==> config.mk <==
export PLATFORM = sky130hd
export DESIGN_NAME = mouse_stroke_line_interpolator
export DESIGN_NICKNAME = d
export VERILOG_FILES = /design/src/design/msli_pkg.sv /design/src/design/msli_dda.sv /design/src/design/mouse_stroke_line_interpolator.sv
export VERILOG_INCLUDE_DIRS = /design/src /design/src/design
export SDC_FILE = /design/constraint.sdc
export NUM_CORES = 1
export LEC_CHECK = 0
export BUFFER_PORTS_ARGS = -buffer_cell sky130_fd_sc_hd__buf_2
export CAP_MARGIN = 15
export CORE_MARGIN = 2
export CORE_UTILIZATION = 35
export DETAILED_ROUTE_END_ITERATION = 7
export GPL_ROUTABILITY_DRIVEN = 0
export MAX_ROUTING_LAYER = met4
export PLACE_DENSITY_LB_ADDON = 0.15
export SETUP_SLACK_MARGIN = 0.15
export SYNTH_ARGS = -nofsm -noshare
export SYNTH_HDL_FRONTEND = slang
export SYNTH_SLANG_ARGS = --single-unit
==> constraint.sdc <==
create_clock -name clk -period 5.14 [get_ports clk]
set_clock_uncertainty 0.15 [all_clocks]
set_input_delay 0.257 -clock clk [delete_from_list [all_inputs] [get_ports clk]]
set_output_delay 0.257 -clock clk [all_outputs]
set_load 0.02 [all_outputs]
==> src/design/mouse_stroke_line_interpolator_macros.svh <==
// ---------------------------------------------------------------------------
// Mouse stroke line interpolator: assertion macros
// Shared same-cycle and next-cycle implication property wrappers.
// ---------------------------------------------------------------------------
`ifndef MOUSE_STROKE_LINE_INTERPOLATOR_MACROS_SVH
`define MOUSE_STROKE_LINE_INTERPOLATOR_MACROS_SVH

// same-cycle implication, sampled on clk, off during rst
`define MSLI_ASSERT_NOW(lbl, ante, cons) \
  lbl: assert property (@(posedge clk) disable iff (rst) (ante) |-> (cons)) \
    else $error("msli assertion failed");

// next-cycle implication, sampled on clk, off during rst
`define MSLI_ASSERT_NEXT(lbl, ante, cons) \
  lbl: assert property (@(posedge clk) disable iff (rst) (ante) |=> (cons)) \
    else $error("msli assertion failed");

`endif

==> src/design/msli_pkg.sv <==
// ---------------------------------------------------------------------------
// msli_pkg
// Shared types and fixed port widths for the mouse stroke line interpolator.
// ---------------------------------------------------------------------------
`timescale 1ns / 1ps

package msli_pkg;

  localparam int PORT_W = 10;
  localparam int MOVE_W = 7;

  typedef enum logic [2:0] {
    ST_IDLE,
    ST_MOVE,
    ST_SETUP,
    ST_DRAW,
    ST_EMPTY
  } state_t;

  typedef struct packed {
    logic start;
    logic advance;
  } dda_ctrl_t;

endpackage

==> src/design/msli_dda.sv <==
// ---------------------------------------------------------------------------
// msli_dda
// Shared DDA step unit: per axis, keeps trunc(i*mag/steps) and its remainder
// and advances i by one per step with a single compare and subtract.
// ---------------------------------------------------------------------------
`timescale 1ns / 1ps

module msli_dda #(
  parameter int STEP_W = 6
) (
  input  logic                clk,
  input  msli_pkg::dda_ctrl_t ctrl,
  input  logic [STEP_W-1:0]   mag_c,
  input  logic [STEP_W-1:0]   mag_r,
  input  logic [STEP_W-1:0]   steps,
  output logic [STEP_W-1:0]   off_c,
  output logic [STEP_W-1:0]   off_r,
  output logic                done
);

  logic [STEP_W-1:0] idx;
  logic [STEP_W-1:0] qc;
  logic [STEP_W-1:0] rc;
  logic [STEP_W-1:0] qr;
  logic [STEP_W-1:0] rr;
  logic [STEP_W:0]   sum_c;
  logic [STEP_W:0]   sum_r;
  logic [STEP_W:0]   steps_x;
  logic              wrap_c;
  logic              wrap_r;

  always_comb begin
    steps_x = {1'b0, steps};
    sum_c   = {1'b0, rc} + {1'b0, mag_c};
    sum_r   = {1'b0, rr} + {1'b0, mag_r};
    wrap_c  = sum_c >= steps_x;
    wrap_r  = sum_r >= steps_x;
  end

  always_ff @(posedge clk) begin
    if (ctrl.start) begin
      idx <= '0;
      qc  <= '0;
      rc  <= '0;
      qr  <= '0;
      rr  <= '0;
    end else if (ctrl.advance) begin
      idx <= idx + 1'b1;
      if (wrap_c) begin
        rc <= STEP_W'(sum_c - steps_x);
        qc <= qc + 1'b1;
      end else begin
        rc <= sum_c[STEP_W-1:0];
      end
      if (wrap_r) begin
        rr <= STEP_W'(sum_r - steps_x);
        qr <= qr + 1'b1;
      end else begin
        rr <= sum_r[STEP_W-1:0];
      end
    end
  end

  assign off_c = qc;
  assign off_r = qr;
  assign done  = idx == steps;

endmodule

==> src/design/mouse_stroke_line_interpolator.sv <==
// ---------------------------------------------------------------------------
// mouse_stroke_line_interpolator
// Cursor tracking with DDA stroke interpolation between mouse events.
// ---------------------------------------------------------------------------
// Input channel (in_valid/in_ready) takes one mouse event per beat: move_x,
// move_y and button_held. Output channel (out_valid/out_ready) gives one
// beat per stroke point, or a single beat with point_valid low when the
// event draws nothing; last_of_run marks the final beat of each event.
// An event goes through its accept, cursor update and line setup, then gives
// one result beat per point, or a single beat for an event without points;
// an event gives up to MAX_MOVE + 1 points. The rate is set by the DDA step
// unit, one point per cycle while the receiver keeps taking beats.
// in_ready is high only while the sequencer is idle; the last result may
// still sit in the output register while the next event is taken.
// A stalled receiver holds the output register and freezes the DDA until
// the beat is taken. Reset (rst, synchronous) puts the cursor at the screen
// center, clears the anchor and the stored point count, and drops out_valid.
// ---------------------------------------------------------------------------
`timescale 1ns / 1ps

module mouse_stroke_line_interpolator #(
  parameter int SCREEN_COLS    = 1024,
  parameter int SCREEN_ROWS    = 768,
  parameter int POINT_CAPACITY = 8192,
  parameter int MAX_MOVE       = 63
) (
  input  logic                                clk,
  input  logic                                rst,
  input  logic                                in_valid,
  output logic                                in_ready,
  input  logic signed [msli_pkg::MOVE_W-1:0]  move_x,
  input  logic signed [msli_pkg::MOVE_W-1:0]  move_y,
  input  logic                                button_held,
  output logic                                out_valid,
  input  logic                                out_ready,
  output logic [msli_pkg::PORT_W-1:0]         cursor_col,
  output logic [msli_pkg::PORT_W-1:0]         cursor_row,
  output logic                                point_valid,
  output logic [msli_pkg::PORT_W-1:0]         point_col,
  output logic [msli_pkg::PORT_W-1:0]         point_row,
  output logic                                last_of_run
);

  `include "mouse_stroke_line_interpolator_macros.svh"

  localparam int PW      = msli_pkg::PORT_W;
  localparam int SCR_MAX = (SCREEN_COLS > SCREEN_ROWS) ? SCREEN_COLS : SCREEN_ROWS;
  localparam int COORD_W = $clog2(SCR_MAX);
  localparam int SUM_W   = COORD_W + 10;
  localparam int STEP_W  = $clog2(MAX_MOVE + 1);
  localparam int CNT_W   = $clog2(POINT_CAPACITY + 1);

  localparam logic signed [SUM_W-1:0] MOVE_HI = SUM_W'(MAX_MOVE);
  localparam logic signed [SUM_W-1:0] MOVE_LO = -SUM_W'(MAX_MOVE);
  localparam logic signed [SUM_W-1:0] COL_HI  = SUM_W'(SCREEN_COLS - 1);
  localparam logic signed [SUM_W-1:0] ROW_HI  = SUM_W'(SCREEN_ROWS - 1);
  localparam logic [COORD_W-1:0]      COL_MID = COORD_W'(SCREEN_COLS / 2);
  localparam logic [COORD_W-1:0]      ROW_MID = COORD_W'(SCREEN_ROWS / 2);
  localparam logic [CNT_W-1:0]        CAP_V   = CNT_W'(POINT_CAPACITY);
  localparam logic [CNT_W-1:0]        CAP_M1  = CNT_W'(POINT_CAPACITY - 1);

  msli_pkg::state_t    state;
  msli_pkg::state_t    state_next;
  msli_pkg::dda_ctrl_t dda_ctrl;

  logic signed [SUM_W-1:0] mx;
  logic signed [SUM_W-1:0] my;
  logic                    btn;
  logic [COORD_W-1:0]      cursor_col_reg;
  logic [COORD_W-1:0]      cursor_row_reg;
  logic [COORD_W-1:0]      anchor_col;
  logic [COORD_W-1:0]      anchor_row;
  logic                    anchor_valid;
  logic [CNT_W-1:0]        points_stored;
  logic [COORD_W-1:0]      org_col;
  logic [COORD_W-1:0]      org_row;
  logic                    neg_c;
  logic                    neg_r;
  logic [STEP_W-1:0]       mag_c;
  logic [STEP_W-1:0]       mag_r;
  logic [STEP_W-1:0]       steps;

  logic signed [SUM_W-1:0] in_x;
  logic signed [SUM_W-1:0] in_y;
  logic signed [SUM_W-1:0] mx_sat;
  logic signed [SUM_W-1:0] my_sat;
  logic signed [SUM_W-1:0] col_sum;
  logic signed [SUM_W-1:0] row_sum;
  logic [COORD_W-1:0]      col_new;
  logic [COORD_W-1:0]      row_new;
  logic signed [COORD_W:0] dc;
  logic signed [COORD_W:0] dr;
  logic [COORD_W-1:0]      abs_c;
  logic [COORD_W-1:0]      abs_r;
  logic [STEP_W-1:0]       ac;
  logic [STEP_W-1:0]       ar;
  logic [STEP_W-1:0]       steps_new;
  logic                    can_draw;
  logic                    line_go;
  logic                    slot_free;
  logic                    load;
  logic                    load_point;
  logic [STEP_W-1:0]       off_c;
  logic [STEP_W-1:0]       off_r;
  logic                    done;
  logic [COORD_W-1:0]      pc;
  logic [COORD_W-1:0]      pr;
  logic                    point_last;

  msli_dda #(
    .STEP_W(STEP_W)
  ) u_dda (
    .clk   (clk),
    .ctrl  (dda_ctrl),
    .mag_c (mag_c),
    .mag_r (mag_r),
    .steps (steps),
    .off_c (off_c),
    .off_r (off_r),
    .done  (done)
  );

  // motion saturation and cursor clamp
  always_comb begin
    in_x = SUM_W'(move_x);
    in_y = SUM_W'(move_y);
    mx_sat = (in_x > MOVE_HI) ? MOVE_HI : ((in_x < MOVE_LO) ? MOVE_LO : in_x);
    my_sat = (in_y > MOVE_HI) ? MOVE_HI : ((in_y < MOVE_LO) ? MOVE_LO : in_y);
    col_sum = $signed({{(SUM_W-COORD_W){1'b0}}, cursor_col_reg}) + mx;
    row_sum = $signed({{(SUM_W-COORD_W){1'b0}}, cursor_row_reg}) - my;
    if (col_sum < 0) begin
      col_new = '0;
    end else if (col_sum > COL_HI) begin
      col_new = COL_HI[COORD_W-1:0];
    end else begin
      col_new = col_sum[COORD_W-1:0];
    end
    if (row_sum < 0) begin
      row_new = '0;
    end else if (row_sum > ROW_HI) begin
      row_new = ROW_HI[COORD_W-1:0];
    end else begin
      row_new = row_sum[COORD_W-1:0];
    end
  end

  // line setup from anchor to new cursor
  always_comb begin
    dc = $signed({1'b0, cursor_col_reg}) - $signed({1'b0, anchor_col});
    dr = $signed({1'b0, cursor_row_reg}) - $signed({1'b0, anchor_row});
    abs_c = dc[COORD_W] ? COORD_W'(-dc) : dc[COORD_W-1:0];
    abs_r = dr[COORD_W] ? COORD_W'(-dr) : dr[COORD_W-1:0];
    ac = STEP_W'(abs_c);
    ar = STEP_W'(abs_r);
    steps_new = (ac > ar) ? ac : ar;
    can_draw = btn && (points_stored < CAP_V);
    line_go = can_draw && anchor_valid && (steps_new != '0);
  end

  always_comb begin
    pc = neg_c ? org_col - COORD_W'(off_c) : org_col + COORD_W'(off_c);
    pr = neg_r ? org_row - COORD_W'(off_r) : org_row + COORD_W'(off_r);
    point_last = done || (points_stored == CAP_M1);
    slot_free = !out_valid || out_ready;
  end

  always_ff @(posedge clk) begin
    if (rst) begin
      state <= msli_pkg::ST_IDLE;
    end else begin
      state <= state_next;
    end
  end

  always_comb begin
    state_next       = state;
    in_ready         = 1'b0;
    dda_ctrl.start   = 1'b0;
    dda_ctrl.advance = 1'b0;
    load             = 1'b0;
    load_point       = 1'b0;
    case (state)
      msli_pkg::ST_IDLE: begin
        in_ready = 1'b1;
        if (in_valid) begin
          state_next = msli_pkg::ST_MOVE;
        end
      end
      msli_pkg::ST_MOVE: begin
        state_next = msli_pkg::ST_SETUP;
      end
      msli_pkg::ST_SETUP: begin
        dda_ctrl.start = 1'b1;
        state_next = line_go ? msli_pkg::ST_DRAW : msli_pkg::ST_EMPTY;
      end
      msli_pkg::ST_DRAW: begin
        if (slot_free) begin
          load             = 1'b1;
          load_point       = 1'b1;
          dda_ctrl.advance = 1'b1;
          if (point_last) begin
            state_next = msli_pkg::ST_IDLE;
          end
        end
      end
      msli_pkg::ST_EMPTY: begin
        if (slot_free) begin
          load       = 1'b1;
          state_next = msli_pkg::ST_IDLE;
        end
      end
      default: begin
        state_next = msli_pkg::ST_IDLE;
      end
    endcase
  end

  // event state
  always_ff @(posedge clk) begin
    if (rst) begin
      cursor_col_reg <= COL_MID;
      cursor_row_reg <= ROW_MID;
      anchor_col     <= '0;
      anchor_row     <= '0;
      anchor_valid   <= 1'b0;
      points_stored  <= '0;
    end else begin
      if (state == msli_pkg::ST_MOVE) begin
        cursor_col_reg <= col_new;
        cursor_row_reg <= row_new;
      end
      if (state == msli_pkg::ST_SETUP) begin
        if (can_draw) begin
          anchor_col   <= cursor_col_reg;
          anchor_row   <= cursor_row_reg;
          anchor_valid <= 1'b1;
        end else begin
          anchor_valid <= 1'b0;
        end
      end
      if (load_point) begin
        points_stored <= points_stored + 1'b1;
      end
    end
  end

  always_ff @(posedge clk) begin
    if (in_valid && in_ready) begin
      mx  <= mx_sat;
      my  <= my_sat;
      btn <= button_held;
    end
    if (state == msli_pkg::ST_SETUP) begin
      org_col <= anchor_col;
      org_row <= anchor_row;
      neg_c   <= dc[COORD_W];
      neg_r   <= dr[COORD_W];
      mag_c   <= ac;
      mag_r   <= ar;
      steps   <= steps_new;
    end
  end

  // output register
  always_ff @(posedge clk) begin
    if (rst) begin
      out_valid <= 1'b0;
    end else if (load) begin
      out_valid <= 1'b1;
    end else if (out_ready) begin
      out_valid <= 1'b0;
    end
  end

  always_ff @(posedge clk) begin
    if (load) begin
      cursor_col  <= PW'(cursor_col_reg);
      cursor_row  <= PW'(cursor_row_reg);
      point_valid <= load_point;
      point_col   <= load_point ? PW'(pc) : '0;
      point_row   <= load_point ? PW'(pr) : '0;
      last_of_run <= load_point ? point_last : 1'b1;
    end
  end

  `MSLI_ASSERT_NOW(a_empty_beat_clean, out_valid && !point_valid,
                   point_col == '0 && point_row == '0 && last_of_run)
  `MSLI_ASSERT_NOW(a_store_bounded, 1'b1, points_stored <= CAP_V)
  `MSLI_ASSERT_NEXT(a_busy_after_take, in_valid && in_ready, !in_ready && !load)
  `MSLI_ASSERT_NOW(a_draw_has_room, state == msli_pkg::ST_DRAW, points_stored < CAP_V)

endmodule

==> impl_metrics.py <==
metrics = {
    "synthesis": {
        "synth_nets": 1263,
        "ys_types": 66,
        "syn-instance-count": 1134,
        "synth_seq_area_share": 0.433,
        "ys_ff_latch": 186,
        "netlist_area_um2": 10800,
        "async_reset_ff_frac": 0,
        "yosys_warnings": 0,
        "synth-main-ff-cell": "edfxtp_1",
        "synth_edf_count": 97,
        "avgSynthCellArea_um2": 9.55,
    },
    "placement": {
        "dp_hpwl_mm": 17.4,
        "dpl-instance-area_um2": 11600,
        "preCtsSetupSlack_ns": 0.899,
        "place_inst": 1567,
        "io_buffers": 62,
    },
    "floorplanning": {
        "die_h_um": 180,
        "rows": 64,
        "initial_core_util": 0.355,
        "die_x_um": 180,
        "io_pins": 63,
        "core_area_um2": 30500,
        "die-area_um2": 32400,
    },
    "grt": {
        "grt_max_degree": 47,
        "grt_pass1_wl_mm": 39.4,
        "antenna_found_initial": 0,
        "globalRouteOverflowTotal": 0,
        "grt.total_usage": 0.154,
        "grt_pass1_vias": 7759,
    },
    "power_and_ir_drop": {
        "p_comb_frac": 0.311,
        "power_mw": 4.55,
        "peakVddDrop_uv": 255,
        "seq_power_share": 0.385,
        "total_leakage_power_nw": 4.89,
        "p_clk_frac": 0.305,
        "power.internal_mw": 3.07,
        "power.share.switching": 0.326,
        "powerDensity_nw_per_um2": 370,
        "switchingPower_mw": 1.48,
    },
    "sta": {
        "tightest_slew_ns": 0.948,
        "hold_viol_final": 0,
        "worst_slack_ns": 0.894,
        "period_share": 0.826,
        "finalCriticalPeriod_ns": 4.25,
        "fmax_mhz": 235,
        "rsz0062_at_grt": "no",
        "tns_ns": 0,
        "slew-limit-headroom": 0.368,
        "slew_viol_final": 0,
        "setup_viol": 0,
        "whs_ns": 0.0391,
    },
    "worst_setup_path": {
        "rrSetupSlack_ns": 0.89,
        "cp-start-kind": "register",
        "crit_buf_inv": 2,
        "crit_family": "compound AO/OA/AOI/OAI gates",
        "rr_startpoint": "cursor_row_reg[0]",
        "cp_max_fo": 8,
        "cp.required_ns": 5.31,
        "path_cells": "inv_1 > ha_1 > fa_1 > nand2b_1 > a21oi_1 > a211oi_1 > o31ai_2 > inv_1 > nand2_1 > xor2_1 > ha_1 > a21oi_1 > nor2_1 > o22ai_1 > and2_1 > o2111ai_1 > o2111ai_1 > nand2_1",
        "cp_slowest_cell": "o31ai_2",
        "crit_path_end_kind": "register",
        "cpPeakStageDelay_ns": 0.56,
        "critPathArrivalTime_ns": 4.42,
        "critical_path_class": "register to register",
        "reg2reg_to": "state[1]",
        "reg2reg_depth": 18,
    },
    "finish": {
        "stdcell_area_um2": 12300,
        "utilization": 0.403,
        "final_nets": 1332,
        "syn_to_final_growth_pct": 13.6,
        "fin_cells": 1612,
        "n_fill_cell": 3021,
        "register_area_um2": 4690,
        "final_layout_size_suffix_gt1_frac": 0.104,
        "multi_input_area_um2": 5650,
        "antenna_cells": 0,
    },
    "drt": {
        "ant_nets": 0,
        "route.detailed.drc": 0,
        "drt_iter0_drc": 403,
        "avgRoutedWirePerCell_um": 14.6,
        "routed_via_density": 4.92,
        "wl_mm": 23.5,
        "drt-pass1-iter-count": 6,
        "vias": 7926,
    },
    "clock_network": {
        "cts_tree": "done",
        "numCtsBuffers": 17,
        "clock_latency_ns": 0.43,
        "cts_buffer_depth": 2,
        "clkTransAtPathRegs_ns": 0.07,
        "root_buffer": "clkbuf_16",
        "htree_levels": 4,
        "cts.sinks": 186,
    },
    "flow_run": {
        "maxCapViolations": 0,
    },
    "min_path": {
        "hold_end": "out_valid",
        "hold_start": "out_ready",
        "holdPathStages": 3,
        "hp-class": "primary input to register",
    },
    "outcome": {
        "outcome": "finished clean",
    },
}
-- worst max-delay path by stage --
| stage | slack [ns] | cells after the start | start | endpoint |
|---|---|---|---|---|
| global placement | 1.05 | 18 | cursor_row_reg[0] | state[0] |
| CTS | 0.87 | 18 | cursor_row_reg[0] | state[1] |
| finish | 0.89 | 18 | cursor_row_reg[0] | state[1] |
| detailed placement | 0.90 | 18 | cursor_row_reg[0] | state[1] |
| floorplan | 1.40 | 18 | cursor_row_reg[0] | state[2] |
| global route | 0.44 | 18 | cursor_row_reg[0] | state[1] |
-- cells in the final DEF (no fill, tap or decap), types with 9 or more instances in the layout --
| cell | n |
|---|---|
| xnor2_1 | 46 |
| o21a_1 | 10 |
| edfxtp_1 | 97 |
| nand4_1 | 10 |
| a221o_1 | 9 |
| nand3_1 | 18 |
| nor3_1 | 34 |
| a21o_1 | 12 |
| a21oi_1 | 98 |
| nand2b_1 | 17 |
| nor2_1 | 90 |
| nor2b_1 | 26 |
| nand2_1 | 109 |
| buf_2 | 62 |
| mux2i_1 | 13 |
| clkbuf_16 | 17 |
| dfxtp_1 | 89 |
| o31ai_1 | 11 |
| or3_1 | 9 |
| fa_1 | 10 |
| o21ai_0 | 54 |
| xor2_1 | 34 |
| ha_1 | 100 |
| inv_1 | 96 |
| dlygate4sd3_1 | 13 |
-- timing repair --
action,4_1_cts,5_1_grt
setup buffers,0,0
hold endpoints to repair,13,0
gates resized for setup,0,0
hold buffers,13,0
-- cell usage after synthesis, types with 12 or more instances --
cell type  instances  area (um2)
nand2_1          109         409
ha_1             100        1250
a21oi_1           98         490
edfxtp_1          97        2910
inv_1             97         364
nor2_1            92         345
dfxtp_1           89        1780
o21ai_0           54         270
xnor2_1           46         403
nor3_1            34         170
xor2_1            34         298
nor2b_1           26         163
clkbuf_1          25        93.8
nand3_1           18        90.1
nand2b_1          17         106
mux2i_1           13         130
a21o_1            12        90.1
-- cell type report --
class                           instances  share of cell area
Clock buffer                           20              0.0363
Sequential cell                       186               0.381
Tap cell                              396              0.0403
Clock inverter                         12              0.0131
Timing Repair Buffer                   82              0.0401
Multi-Input combinational cell        818               0.459
Inverter                               98              0.0299
-- worst min-delay path, stage by stage --
cell and delay (ns):
buf_2 0.09, nand2b_1 0.15, a21oi_1 0.08
-- power groups by stage --
stage               Combinational (mW)  Clock (mW)  Sequential (mW)
floorplan                         1.13           0             1.76
global placement                  1.39           0             1.78
detailed placement                1.41           0             1.79
CTS                               1.42        1.42             1.75
global route                      1.62        1.48             1.76
finish                            1.41        1.39             1.75
-- layer usage --
layer	vias up	wire length, um	global-route usage
met3	26	529	0.0271
li1	4133	-	-
met4	0	326	0.0390
met1	3657	12400	0.207
met5	-	0	-
met2	110	10200	0.240
-- logic make-up (layout without fill, tap and decap cells) --
family | count (synthesis) | after routing | share of synthesized area
compound gates | 257 | 257 | 0.152
xor+xnor | 80 | 80 | 0.0647
fa+ha+maj | 110 | 110 | 0.134
buf+inv | 130 | 212 | 0.0460
flops | 186 | 186 | 0.433
mux | 16 | 16 | 0.0151
simple gates | 355 | 355 | 0.155
(Power assumes the default switching activity.)
